$ cat config.mk
export PLATFORM = sky130hd
export DESIGN_NAME = gcp_recip_div
export DESIGN_NICKNAME = d
export VERILOG_FILES = /design/src/design/gcp_pkg.sv /design/src/design/gcp_recip_div.sv
export SDC_FILE = /design/constraint.sdc
export NUM_CORES = 1
export LEC_CHECK = 0
export ABC_AREA = 1
export BUFFER_PORTS_ARGS = -buffer_cell sky130_fd_sc_hd__buf_2
export CAP_MARGIN = 20
export CORE_UTILIZATION = 55
export CTS_CLUSTER_SIZE = 20
export DETAILED_ROUTE_END_ITERATION = 12
export GPL_TIMING_DRIVEN = 0
export PLACE_DENSITY = 0.83
export SYNTH_ARGS = -nofsm -noshare
export SYNTH_HDL_FRONTEND = slang
export SYNTH_SLANG_ARGS = --single-unit
$ cat constraint.sdc
create_clock -name i_clk -period 4.6 [get_ports i_clk]
set_input_delay 0.46 -clock i_clk [delete_from_list [all_inputs] [get_ports i_clk]]
set_output_delay 0.46 -clock i_clk [all_outputs]
set_load 0.03 [all_outputs]
$ cat src/design/gcp_pkg.sv
// ----------------------------------------------------------------------------
// gcp_pkg
// Shared types and constants for the graph credit propagation unit.
// ----------------------------------------------------------------------------
package gcp_pkg;

    // command codes
    localparam logic [1:0] CMD_ADD_EDGE = 2'd0;
    localparam logic [1:0] CMD_RUN      = 2'd1;
    localparam logic [1:0] CMD_READ     = 2'd2;
    localparam logic [1:0] CMD_CLEAR    = 2'd3;

    // status codes
    localparam logic [1:0] ST_OK        = 2'd0;
    localparam logic [1:0] ST_DROPPED   = 2'd1;
    localparam logic [1:0] ST_BAD_READ  = 2'd2;

    // field widths
    localparam int ID_W   = 12;
    localparam int DEG_W  = 16;
    localparam int REC_W  = 24;
    localparam int CRED_W = 32;
    localparam int CFG_W  = 5;

    localparam logic [DEG_W-1:0]  DEG_MAX  = '1;
    localparam logic [CRED_W-1:0] ONE_Q20  = CRED_W'(1) << 20;
    localparam logic [CRED_W-1:0] CRED_MAX = '1;

    // sequencer states
    typedef enum logic [4:0] {
        S_INIT,
        S_IDLE,
        S_CLEAR,
        S_ADD_A,
        S_ADD_A2,
        S_ADD_B,
        S_ADD_B2,
        S_READ,
        S_READ2,
        S_RUN_RD,
        S_RUN_DIV0,
        S_RUN_DIV,
        S_RND_CLR,
        S_E_FETCH,
        S_E_EDGE,
        S_E_SRC,
        S_E_MUL,
        S_E_ACC,
        S_DONE
    } t_state;

endpackage

$ cat src/design/gcp_recip_div.sv
// ----------------------------------------------------------------------------
// gcp_recip_div
// Restoring divider for the UQ1.23 reciprocal of a node degree, rounded to
// nearest: (2^23 + d/2) / d, one quotient bit per cycle.
// ----------------------------------------------------------------------------
module gcp_recip_div (
    input  logic                      i_clk,
    input  logic                      i_rst_n,
    input  logic                      i_start,
    input  logic [gcp_pkg::DEG_W-1:0] i_degree,
    output logic                      o_busy,
    output logic [gcp_pkg::REC_W-1:0] o_quot
);
    import gcp_pkg::*;

    localparam int CNT_W = $clog2(REC_W);

    logic [REC_W-1:0] r_dq;
    logic [DEG_W:0]   r_rem;
    logic [DEG_W-1:0] r_den;
    logic [CNT_W-1:0] r_cnt;
    logic             r_busy;

    logic [DEG_W:0]   rem_sh;
    logic             ge;

    // trial subtraction of one step
    assign rem_sh = {r_rem[DEG_W-1:0], r_dq[REC_W-1]};
    assign ge     = rem_sh >= {1'b0, r_den};

    // load on start, then shift one quotient bit in per cycle
    always_ff @(posedge i_clk) begin
        if (!i_rst_n) begin
            r_busy <= 1'b0;
            r_cnt  <= '0;
        end else if (i_start) begin
            r_busy <= 1'b1;
            r_cnt  <= '0;
            r_rem  <= '0;
            r_den  <= i_degree;
            r_dq   <= (REC_W'(1) << (REC_W - 1)) + REC_W'(i_degree >> 1);
        end else if (r_busy) begin
            r_rem <= ge ? (rem_sh - {1'b0, r_den}) : rem_sh;
            r_dq  <= {r_dq[REC_W-2:0], ge};
            r_cnt <= r_cnt + CNT_W'(1);
            if (r_cnt == CNT_W'(REC_W - 1)) begin
                r_busy <= 1'b0;
            end
        end
    end

    assign o_busy = r_busy;
    assign o_quot = r_dq;

endmodule

==> results list, run 1 <==
- Row generation in the floorplan step produced 29 rows.
* Int Power: 1150 uW
* Number of buffers added by the clock tree synthesis step: 9
- The path with the worst hold slack has its endpoint at r_den[0]$_DFFE_PP_.
- Global-route wire length before repair: between 10000 and 15000 um
* Static power due to leakage: ~0.0022 uW
- Counting every instance in the synthesized netlist gives approximately 470.
- Along the worst path, the maximum fanout reaches 10.
* Crit share post-route: 46.3%
- Io pins: 44
- In this run the most critical hold path is launched from i_degree[0].
- Top post-synthesis cells by area: edfxtp_1 (45%), nand2_1 (16%), inv_1 (8.3%), ha_1 (5.7%), nor2_1 (5.2%)
- Maximum clock skew at final layout: around 10 ps
* Cell Area, Synth: 0.00371 sq mm
- In the synthesized netlist the async set-or-reset flop fraction comes to 0%.
- The die is ~84 um wide.
* Mean routed wirelength per cell: about 13 um
* Most common library cells after synthesis: nand2_1 (162), inv_1 (82), edfxtp_1 (56)
* Share of the synthesized area in the top cell type: 45.3%
* Number of inserted diodes: 0
- The worst path meets setup with 2470 ps of slack.
- Headroom to the max-slew limit: 57.9%
* Clock tree from TritonCTS: yes
- For this run, design rule violations remaining after detail routing come to 0.
- Once the clock tree was built, the setup fixing pass inserted 0 buffers.
* Initial Utilization: between 50% and 60%
- After detailed routing, the total wire length is roughly 8000 um.
* Path class of the lowest-slack min-delay path: in2reg
* Main flop type after synthesis: edfxtp_1
- The pre-antenna-repair detailed-routing pass consisted of 5 iterations.
- Port buffering added 42 buffers.
* DRT antenna net count: 0
- End of the worst register-to-register path: r_rem[14]$_SDFFCE_PP0P_
- In this run the power density over the cells is around 400 mW/mm^2.
* Critical path data arrival time: 2220 ps
- Number of maximum-capacitance constraint violations: 0
* Vias in the first global route: slightly above 3000
- Avg Synthesized Cell Area: roughly 8.0 sq um
* Outcome: completed
- CTS-repair resized insts: 0
- Sequential share of the synthesized area: around half
* Clk Latency, worst-skew pair: 340 ps
* Power share of the sequential group: 41.6%
* Fraction of final layout cells with drive strength greater than 1: between 10% and 20%
- Violation count after the first detailed-route iteration: around 160
* Number of vias per cell: 5.05
* Die outline area: roughly 0.007 sq mm
* Most used standard cell by instance count after synthesis: nand2_1
- Counting instances, the worst hold path has a depth of 1.
- Area leader, netlist: edfxtp_1
- Placer's final routability congestion estimate: slightly above 0.9
- The analysis attributes to net switching a power of about 550 uW.
* Clock slew at reported path FFs: approximately 70 ps
- Post-placement worst setup slack: between 2000 and 3000 ps
* Portion of total power attributed to the clock network: between 30% and 40%
- Worst EP required: about 4700 ps
* Relative area change from synthesis to final layout: 14.6%
* Worst Tran Pin Value: about 630 ps
- For this run the aggregate overflow at the end of global routing stands at 0.
- The die is about 84 um tall.
* Total number of yosys warnings: 0
- After synthesis the netlist holds a flip-flop and latch count of 62.
- Sum of negative setup slack: 0 ps
- Register-to-register setup slack: about 2500 ps
- The routed design could run at a clock period as short as 2130 ps.
- Counting flops with a built-in enable in the synthesized netlist gives 56.
- Pin count of the biggest net entering global routing: just over 40
- Number of hold violations in the final report: 0
* Max Freq: between 400 and 500 MHz
- Worst reg-to-reg path cell count: 11
- RR Startpoint: r_rem[8]$_SDFFCE_PP0P_
* CTS Hold Bufs: 0
- The number of nets in the synthesized netlist is about 500.
- The max-slew violation count is 0.
* Setup repair after global routing missed its margin: false
* Logic pwr share: between 20% and 30%
- The number of antenna violations at the first check in global routing is 0.
- Finished layout cell area: around 0.0043 sq mm
- Counting the fill cells in the layout gives about 500.
- Class of the most critical setup path: reg2reg
- Core Region: around 0.0064 sq mm
* Switching part of the total: about 32%
- Worst supply voltage drop on vdd: just under 0.3 mV
- Root Buffer Master: clkbuf_8
* Post-Place Cell Area: 0.00404 sq mm
* Post-detail-place hpwl: between 5000 and 6000 um
* Kind of end point of the critical path: flip-flop
- Vias after detailed routing: 3037
- Total GRT Usage: between 20% and 30%
- Worst-case clock buffer depth: 2
- Clock sink count: 62
* Distinct cell type count of the synthesized netlist: 30
* Fin nets: 556
- Setup violations remaining at the end of the flow were counted as 0.
- The worst setup path is launched from a flip-flop.
* CTS H-tree depth: 3
==> cells by family after synthesis <==
| kind of cell | synth area share, % |
|---|---|
| flip-flops | 48.6 |
| XOR/XNOR | 1.42 |
| buffers and inverters | 10.5 |
| AND/OR/NAND/NOR | 31.5 |
| AO/OA/AOI/OAI | 1.75 |
| adder cells (fa/ha/maj) | 6.28 |
==> stage by stage <==
| step | hold slack (ps) | total power [uW] | cells | utilization [%] |
|---|---|---|---|---|
| final | 291 | 1700 | 601 | 66.2 |
| after CTS | 281 | 1710 | 601 | 66.2 |
| after floorplan | 439 | 1080 | 465 | - |
| after global placement | 448 | 1180 | 584 | 62.5 |
| after global routing | 275 | 1800 | 601 | 66.2 |
| after detailed placement | 470 | 1190 | 585 | 62.9 |
==> registers in the layout, indices dropped and copies added, names as in the netlist <==
register  cells
r_rem        16
r_den        16
o_busy        1
o_quot       24
r_cnt         5
==> critical path, stage by stage, from the launching register on <==
cell	delay, ps
edfxtp_1	410
ha_1	410
nand2_1	130
nor2_1	160
inv_1	70
nor2_1	140
nand2_2	100
nand2_4	100
inv_2	40
buf_6	140
nor2_1	110
nor2_1	50
==> final cells by class <==
class	count	area (sq um)	area share [%]
multi-input cells	308	1520	35.8
clock inverters	6	86.3	2.03
clock buffers	10	128	3.00
inverters	85	319	7.50
well taps	77	96.3	2.27
flip-flops and latches	62	1800	42.4
plain buffers	10	68.8	1.62
repair buffers	43	230	5.41
==> cell usage in the layout, fill, tap and decap left out <==
cell type / netlist / layout
nand3_1: 17 / 17
o21ai_2: 1 / 1
clkinv_4: 0 / 2
nor2_4: 1 / 1
nor2_2: 5 / 5
buf_2: 1 / 43
nand2_1: 162 / 161
and2_1: 2 / 2
inv_2: 3 / 3
buf_6: 4 / 4
ha_1: 17 / 17
nand3_2: 2 / 2
clkbuf_1: 5 / 6
o21ai_0: 1 / 1
nand3b_1: 8 / 8
nor3_1: 6 / 6
nor4_1: 1 / 1
dfxtp_1: 6 / 6
bufinv_16: 0 / 2
fa_1: 1 / 1
or2_2: 1 / 1
or2_1: 1 / 1
clkinv_1: 0 / 1
edfxtp_1: 56 / 56
nor3b_1: 1 / 1
a31oi_1: 1 / 1
clkinv_2: 0 / 1
nand2_4: 1 / 1
a21oi_1: 9 / 9
xor2_1: 6 / 6
buf_12: 0 / 1
nand4_1: 6 / 6
nand2_2: 7 / 8
inv_1: 82 / 82
nor2_1: 51 / 51
clkbuf_8: 0 / 9
==> metal layers <==
metal / vias up / routed length, um / global-route usage [%]
li1: 1559 / - / -
met1: 1384 / 3390 / 29.2
met2: 76 / 3850 / 40.1
met3: 18 / 378 / 5.14
met4: 0 / 164 / 11.4
met5: - / 0 / 0
==> power by group through the flow <==
stage	Combinational (uW)	Clock, uW	Sequential, uW
6_report	480	514	708
5_1_grt	545	541	713
4_1_cts	479	522	707
3_5_place_dp	476	0	719
3_3_place_gp	459	0	719
2_1_floorplan	329	0	751
==> worst max-delay path by stage <==
stage | start | to | slack (ps) | cells past startpoint
floorplan | i_start | o_quot[0]$_DFFE_PP_ | 2500 | 3
global placement | i_start | o_quot[7]$_DFFE_PP_ | 1980 | 3
detailed placement | r_rem[8]$_SDFFCE_PP0P_ | r_rem[14]$_SDFFCE_PP0P_ | 2510 | 11
CTS | r_rem[8]$_SDFFCE_PP0P_ | r_rem[14]$_SDFFCE_PP0P_ | 2480 | 11
global route | r_rem[10]$_SDFFCE_PP0P_ | r_rem[6]$_SDFFCE_PP0P_ | 2270 | 11
finish | r_rem[8]$_SDFFCE_PP0P_ | r_rem[14]$_SDFFCE_PP0P_ | 2470 | 11
No activity file was read; power rests on OpenSTA's default activity.
==> run 2: changes to the inputs <==
- clock period: 4.6 -> 2.2 ns (I/O delays scaled with it)
==> results list, run 2 (synthesis results as in run 1) <==
- Number of max-slew violations in the final report: 0 (unchanged)
- Final-layout worst hold slack: 57.4 ps (-233 ps)
- Total GRT Usage: 23.8% (unchanged)
- Setup violations, final: 0 (unchanged)
- The number of buffers created by CTS came to 9 (unchanged).
* Maximum clock skew at final layout: 12.3 ps (+2.12 ps)
- The worst setup path is launched from a flip-flop.
- The number of sinks on the clock net is 62 (unchanged).
* Io pins: 44 (unchanged)
* Max reg flops: 24 (unchanged)
- The number of antenna violations at the first check in global routing came to 0 (unchanged).
* Kind of end point of the critical path: flip-flop
* CP most frequent cell: nor2_2
- The worst setup path is of the reg2reg kind.
* Cell-by-cell listing of the critical path: ha_4 -> nand2_1 -> inv_1 -> nand2_2 -> nor2_2 -> inv_1 -> nor2_2 -> nor2_2 -> nand2_4 -> inv_2 -> buf_6 -> nor2_1 -> nor2_1
- Std cell rows: 29 (unchanged)
- Vias after detailed routing: 3052 (+0.49%)
* Routed wire length: 7980 um (+2.5%)
- The library cell used most frequently in the layout, excluding fill and tap cells, is nand2_1.
- Multi-input gate area in the final layout: 0.00161 sq mm (+5.6%)
- The final estimated routing congestion in global placement came to 0.910 (unchanged).
- Critical path data arrival time: 2130 ps (-90 ps)
* Pin count of the biggest net entering global routing: 41 (unchanged)
- The number of fill cells in the layout came to 487 (-3.2%).
- Post-placement worst setup slack: 106 ps (-2400 ps)
* Die outline area: 0.00708 sq mm (unchanged)
* Fraction of final layout cells with drive strength greater than 1: 18.6% (+2.6 points)
- The number of I/O port buffers was 42 (unchanged).
* Relative area change from synthesis to final layout: 17.3%
- Storage cell area: 0.00180 sq mm (unchanged)
* Mean routed wirelength per cell: 13.2 um (+2.2%)
- The number of global-route vias before repair came to 3037 (unchanged).
* Path class of the lowest-slack min-delay path: in2reg
* Headroom to the max-slew limit: 58.4% (+0.45 points)
- The buffer depth of the longest clock path was 2 (unchanged).
- Buf+Inv Stages, Crit Path: 4 (+1)
- The total power after layout was 3620 uW (+110%).
* Global-route wire length before repair: 13200 um (unchanged)
- The count of unresolved DRC violations after routing came to 0 (unchanged).
* Worst EP required: 2290 ps (-2400 ps)
* Violation count after the first detailed-route iteration: 194 (+24%)
* Clock tree from TritonCTS: yes
- The static leakage came to 0.00217 uW (+0.44%).
- The post-layout net count came to 558 (+0.36%).
- Worst Tran Pin Value: 624 ps (-6.71 ps)
* Worst supply voltage drop on vdd: 0.632 mV (+110%)
* Root Buffer Master: clkbuf_8
* Max Freq: 490 MHz (+4.3%)
- The CTS clock-pin slew for the worst setup and hold paths was 70 ps (about the same).
* Total power density per cell area: 831 mW/mm^2 (+110%)
- Setup repair after global routing left no endpoint under its margin.
* Post-detail-place hpwl: 5860 um (unchanged)
* Outcome: completed
* Commonest cells after routing, fill and taps aside: nand2_1 (161), inv_1 (82), edfxtp_1 (56)
- Y dimension of the die: 84.1 um (unchanged)
- The final hold violation count was 0 (unchanged).
- The area of the placeable core came to 0.00642 sq mm (unchanged).
- DRT antenna net count: 0 (unchanged)
- The peak per-stage delay on the critical path came to 460 ps (+50 ps).
* Number of vias per cell: 5.06 (+0.16%)
* Number of maximum-capacitance constraint violations: 0 (unchanged)
* Clk Latency, worst-skew pair: 340 ps (about the same)
- The top fanout value on the critical path is 10 (unchanged).
* Remaining Overflow, GRT: 0 (unchanged)
- Width of the chip: 84.1 um (unchanged)
- The total number of H-tree levels came to 3 (unchanged).
- Number of inserted diodes: 0 (unchanged)
* Crit share post-route: 92.8% (+46 points)
- The worst path setup slack after routing is 159 ps (-2310 ps).
* Final period demand of the worst path: 2040 ps (-88.0 ps)
- The hold-fix buffer count after cts was 0 (unchanged).
- The detailed-routing iteration count for the pre-antenna-repair pass came to 5 (unchanged).
- Among all stages on the critical path, the largest delay is contributed by edfxtp_1.
- Largest delay contributor family on the critical path: simple AND/OR/NAND/NOR gates
* Initial Utilization: 57.7% (unchanged)
-- run 2: per-layer routing --
layer / up-vias / share of wire, % / GRT usage, %
li1: 1561 / - / -
met1: 1385 / 43 / 29.2
met2: 94 / 51 / 40.1
met3: 12 / 5.3 / 5.14
met4: 0 / 1.5 / 11.4
met5: - / 0 / 0
-- run 2: cell type report --
class / count / area share, %
Tap cell: 77 / 2.21
Multi-Input combinational cell: 308 / 36.9
Buffer: 10 / 1.58
Sequential cell: 62 / 41.4
Clock buffer: 10 / 2.93
Timing Repair Buffer: 45 / 5.64
Clock inverter: 6 / 1.98
Inverter: 85 / 7.33
-- run 2: repair_timing --
| action | in CTS | in global routing |
|---|---|---|
| setup endpoints to repair | 0 | 16 |
| resized for setup | 0 | 16 |
| buffers inserted | 0 | 2 |
-- run 2: metrics by stage --
stage	cells	TNS, ps	utilization, %	area (sq um)
4_1_cts	601	0	66.2	4250
6_report	603	0	67.8	4350
5_1_grt	603	0	67.8	4350
3_3_place_gp	584	-7050	62.5	4020
2_1_floorplan	465	0	-	3710
3_5_place_dp	585	0	62.9	4040
-- run 2: worst paths after layout --
kind / startpoint / endpoint / slack, ps / depth (start not counted)
hold / removal: i_degree[0] / r_den[0]$_DFFE_PP_ / 60 / 1
setup reg to reg: r_rem[10]$_SDFFCE_PP0P_ / r_rem[14]$_SDFFCE_PP0P_ / 160 / 13
hold reg to reg: r_cnt[4]$_SDFFE_PP0P_ / r_cnt[4]$_SDFFE_PP0P_ / 480 / 2
setup / recovery: r_rem[10]$_SDFFCE_PP0P_ / r_rem[14]$_SDFFCE_PP0P_ / 160 / 13
-- run 2: report_power, final --
part           internal [uW]  total (uW)  switching [uW]
Sequential              1430        1490            60.9
Clock                    636        1070             435
Combinational            385        1060             674
==> run 3: changes to the inputs <==
- BUFFER_PORTS_ARGS: -buffer_cell sky130_fd_sc_hd__buf_2 -> -buffer_cell sky130_fd_sc_hd__buf_4
- PLACE_DENSITY: 0.83 -> 0.85
==> results list, run 3 (synthesis results as in run 1) <==
- Outcome: completed
* Y dimension of the die: 84.1 um (unchanged)
- The worst hold slack was 46.9 ps (-10.5 ps).
- The global-route wire length before repair was 13700 um (+4.3%).
- Fraction of final layout cells with drive strength greater than 1: 19.7% (+1.0 points)
- Fin nets: 556 (-0.36%)
- Violation count after the first detailed-route iteration: 281 (+45%)
- Initial Utilization: 57.7% (unchanged)
* Number of maximum-capacitance constraint violations: 0 (unchanged)
- Clock slew at reported path FFs: 70 ps (about the same)
- The max-slew violation count was 0 (unchanged).
- Register-to-register setup slack: 50 ps (-110 ps)
* Fill cell total of the finished layout: 443 (-9.0%)
* CTS Hold Bufs: 0 (unchanged)
- The register area came to 0.00180 sq mm (unchanged).
* Root Buffer Master: clkbuf_8
- The clock network latency to the later pin of the worst-skew pair is 350 ps (about the same).
- The pre-CTS setup slack is 81.4 ps (-25.0 ps).
* Commonest non-fill, non-tap cell in the layout: nand2_1
* Worst Tran Pin Value: 641 ps (+17.3 ps)
- The final worst-path cycle share was 97.8% (+5.1 points).
* CTS H-tree depth: 3 (unchanged)
* Max reg flops: 24 (unchanged)
- The number of buffers created by CTS is 9 (unchanged).
- Number of optimization iterations in the first detailed-route pass: 4 (-1)
* Multi-input gate area in the final layout: 0.00164 sq mm (+1.8%)
* Post-detail-place hpwl: 6130 um (+4.7%)
* Startpoint class of the critical path: flip-flop
- Pin count of the biggest net entering global routing: 25 (-39%)
- Total power density per cell area: 814 mW/mm^2 (-2.1%)
- The number of sinks on the clock net was 62 (unchanged).
* Maximum clock skew at final layout: 10.4 ps (-1.89 ps)
- The count of placed standard cells including taps is 585 (unchanged).
- Total GRT Usage: 25.4% (+1.6 points)
- The tightest min-delay check is of the in2reg type.
- The total overflow reported by the global router came to 0 (unchanged).
- Worst-case clock buffer depth: 2 (unchanged)
- Final critical-path setup slack: 47.7 ps (-111 ps)
* Mean routed wirelength per cell: 15.2 um (+15%)
- Std cell rows: 29 (unchanged)
- The total detailed-routing wirelength is 9130 um (+14%).
* Vias in the first global route: 3187 (+4.9%)
- The count of non-filler cells in the finished layout was 601 (-0.33%).
- DRT antenna net count: 0 (unchanged)
- Relative to the synthesized area, the layout overhead comes to 20.2%.
- Initial antenna violation count: 0 (unchanged)
- CTS-repair resized insts: 0 (unchanged)
- Critical Path Fanout Max: 10 (unchanged)
- Worst supply voltage drop on vdd: 0.681 mV (+7.7%)
- DRC violations left: 0 (unchanged)
* Total Power: 3630 uW (+0.25%)
- The required time of the critical path is 2290 ps (about the same).
* # Post-CTS Setup Buffers: 0 (unchanged)
- Width of the chip: 84.1 um (unchanged)
- The shortest period the worst path allows is 2150 ps (+111 ps).
- The arrival time of data at the critical path endpoint was 2250 ps (+120 ps).
* Kind of end point of the critical path: flip-flop
- Number of inserted diodes: 0 (unchanged)
- Headroom to the max-slew limit: 57.2% (-1.2 points)
- Static power due to leakage: 0.00219 uW (+0.83%)
* Io pins: 44 (unchanged)
- The final hold violation count is 0 (unchanged).
* Die outline area: 0.00708 sq mm (unchanged)
* Core Region: 0.00642 sq mm (unchanged)
* Placer's final routability congestion estimate: 0.891 (-2.1%)
* Class of the most critical setup path: reg2reg
- The maximum clock frequency was 465 MHz (-5.2%).
- TritonCTS built the clock tree.
* Number of vias per cell: 5.35 (+5.7%)
- The via count of the routed design was 3216 (+5.4%).
- In the layout the commonest cells are nand2_1 (160), inv_1 (81), edfxtp_1 (56).
- The number of setup violations in the final report came to 0 (unchanged).
- Buffers on Ports: 42 (unchanged)
-- run 3: changes by cell type in the layout (fill, tap and decap cells not counted), moves of 2 or more --
cell       before  now
ha_4            5    7
bufinv_16       2    0
ha_1            9    6
buf_4           2   42
buf_2          43    1
-- run 3: path summary, 6_finish.rpt --
check	from	endpoint	depth (start not counted)
setup / recovery	r_rem[12]$_SDFFCE_PP0P_	r_rem[7]$_SDFFCE_PP0P_	11
hold reg to reg	r_cnt[0]$_SDFFE_PP0P_	r_cnt[0]$_SDFFE_PP0P_	2
hold / removal	i_degree[0]	r_den[0]$_DFFE_PP_	1
setup reg to reg	r_rem[12]$_SDFFCE_PP0P_	r_rem[7]$_SDFFCE_PP0P_	11
-- run 3: power by group --
group          switching [uW]  leakage, uW  internal [uW]  total, uW
combinational             711      0.00149            424       1130
sequential               70.8     0.000593           1430       1500
clock                     481     0.000105            514        995
-- run 3: per-layer routing --
layer  global-route usage (%)  wire length (um)
met2                     45.0              4690
met1                     28.6              3550
met5                        0                 0
met4                     16.5               399
met3                     3.86               482
-- run 3: critical path, cell delays in order (launching register included) --
cell	delay (ps)
edfxtp_1	440
ha_2	410
nand2_2	80
nor3_1	190
inv_1	60
nor2_1	120
nand2_2	100
nand2_4	100
inv_2	50
buf_6	140
nor2_1	130
nor2_1	70
-- run 3: final cells by class --
cell class | count | area share (%)
Tap cell | 77 | 2.16
Buffer | 10 | 1.54
Inverter | 85 | 7.16
Timing Repair Buffer | 43 | 7.52
Multi-Input combinational cell | 308 | 36.7
Sequential cell | 62 | 40.4
Clock buffer | 11 | 3.65
Clock inverter | 5 | 0.842
-- run 3: per-stage QoR --
step	instance area (sq um)	utilization, %	TNS [ps]
2_1_floorplan	3710	-	0
3_3_place_gp	4120	64.2	-7220
3_5_place_dp	4140	64.5	0
4_1_cts	4340	67.6	0
5_1_grt	4460	69.4	-162
6_report	4460	69.4	0
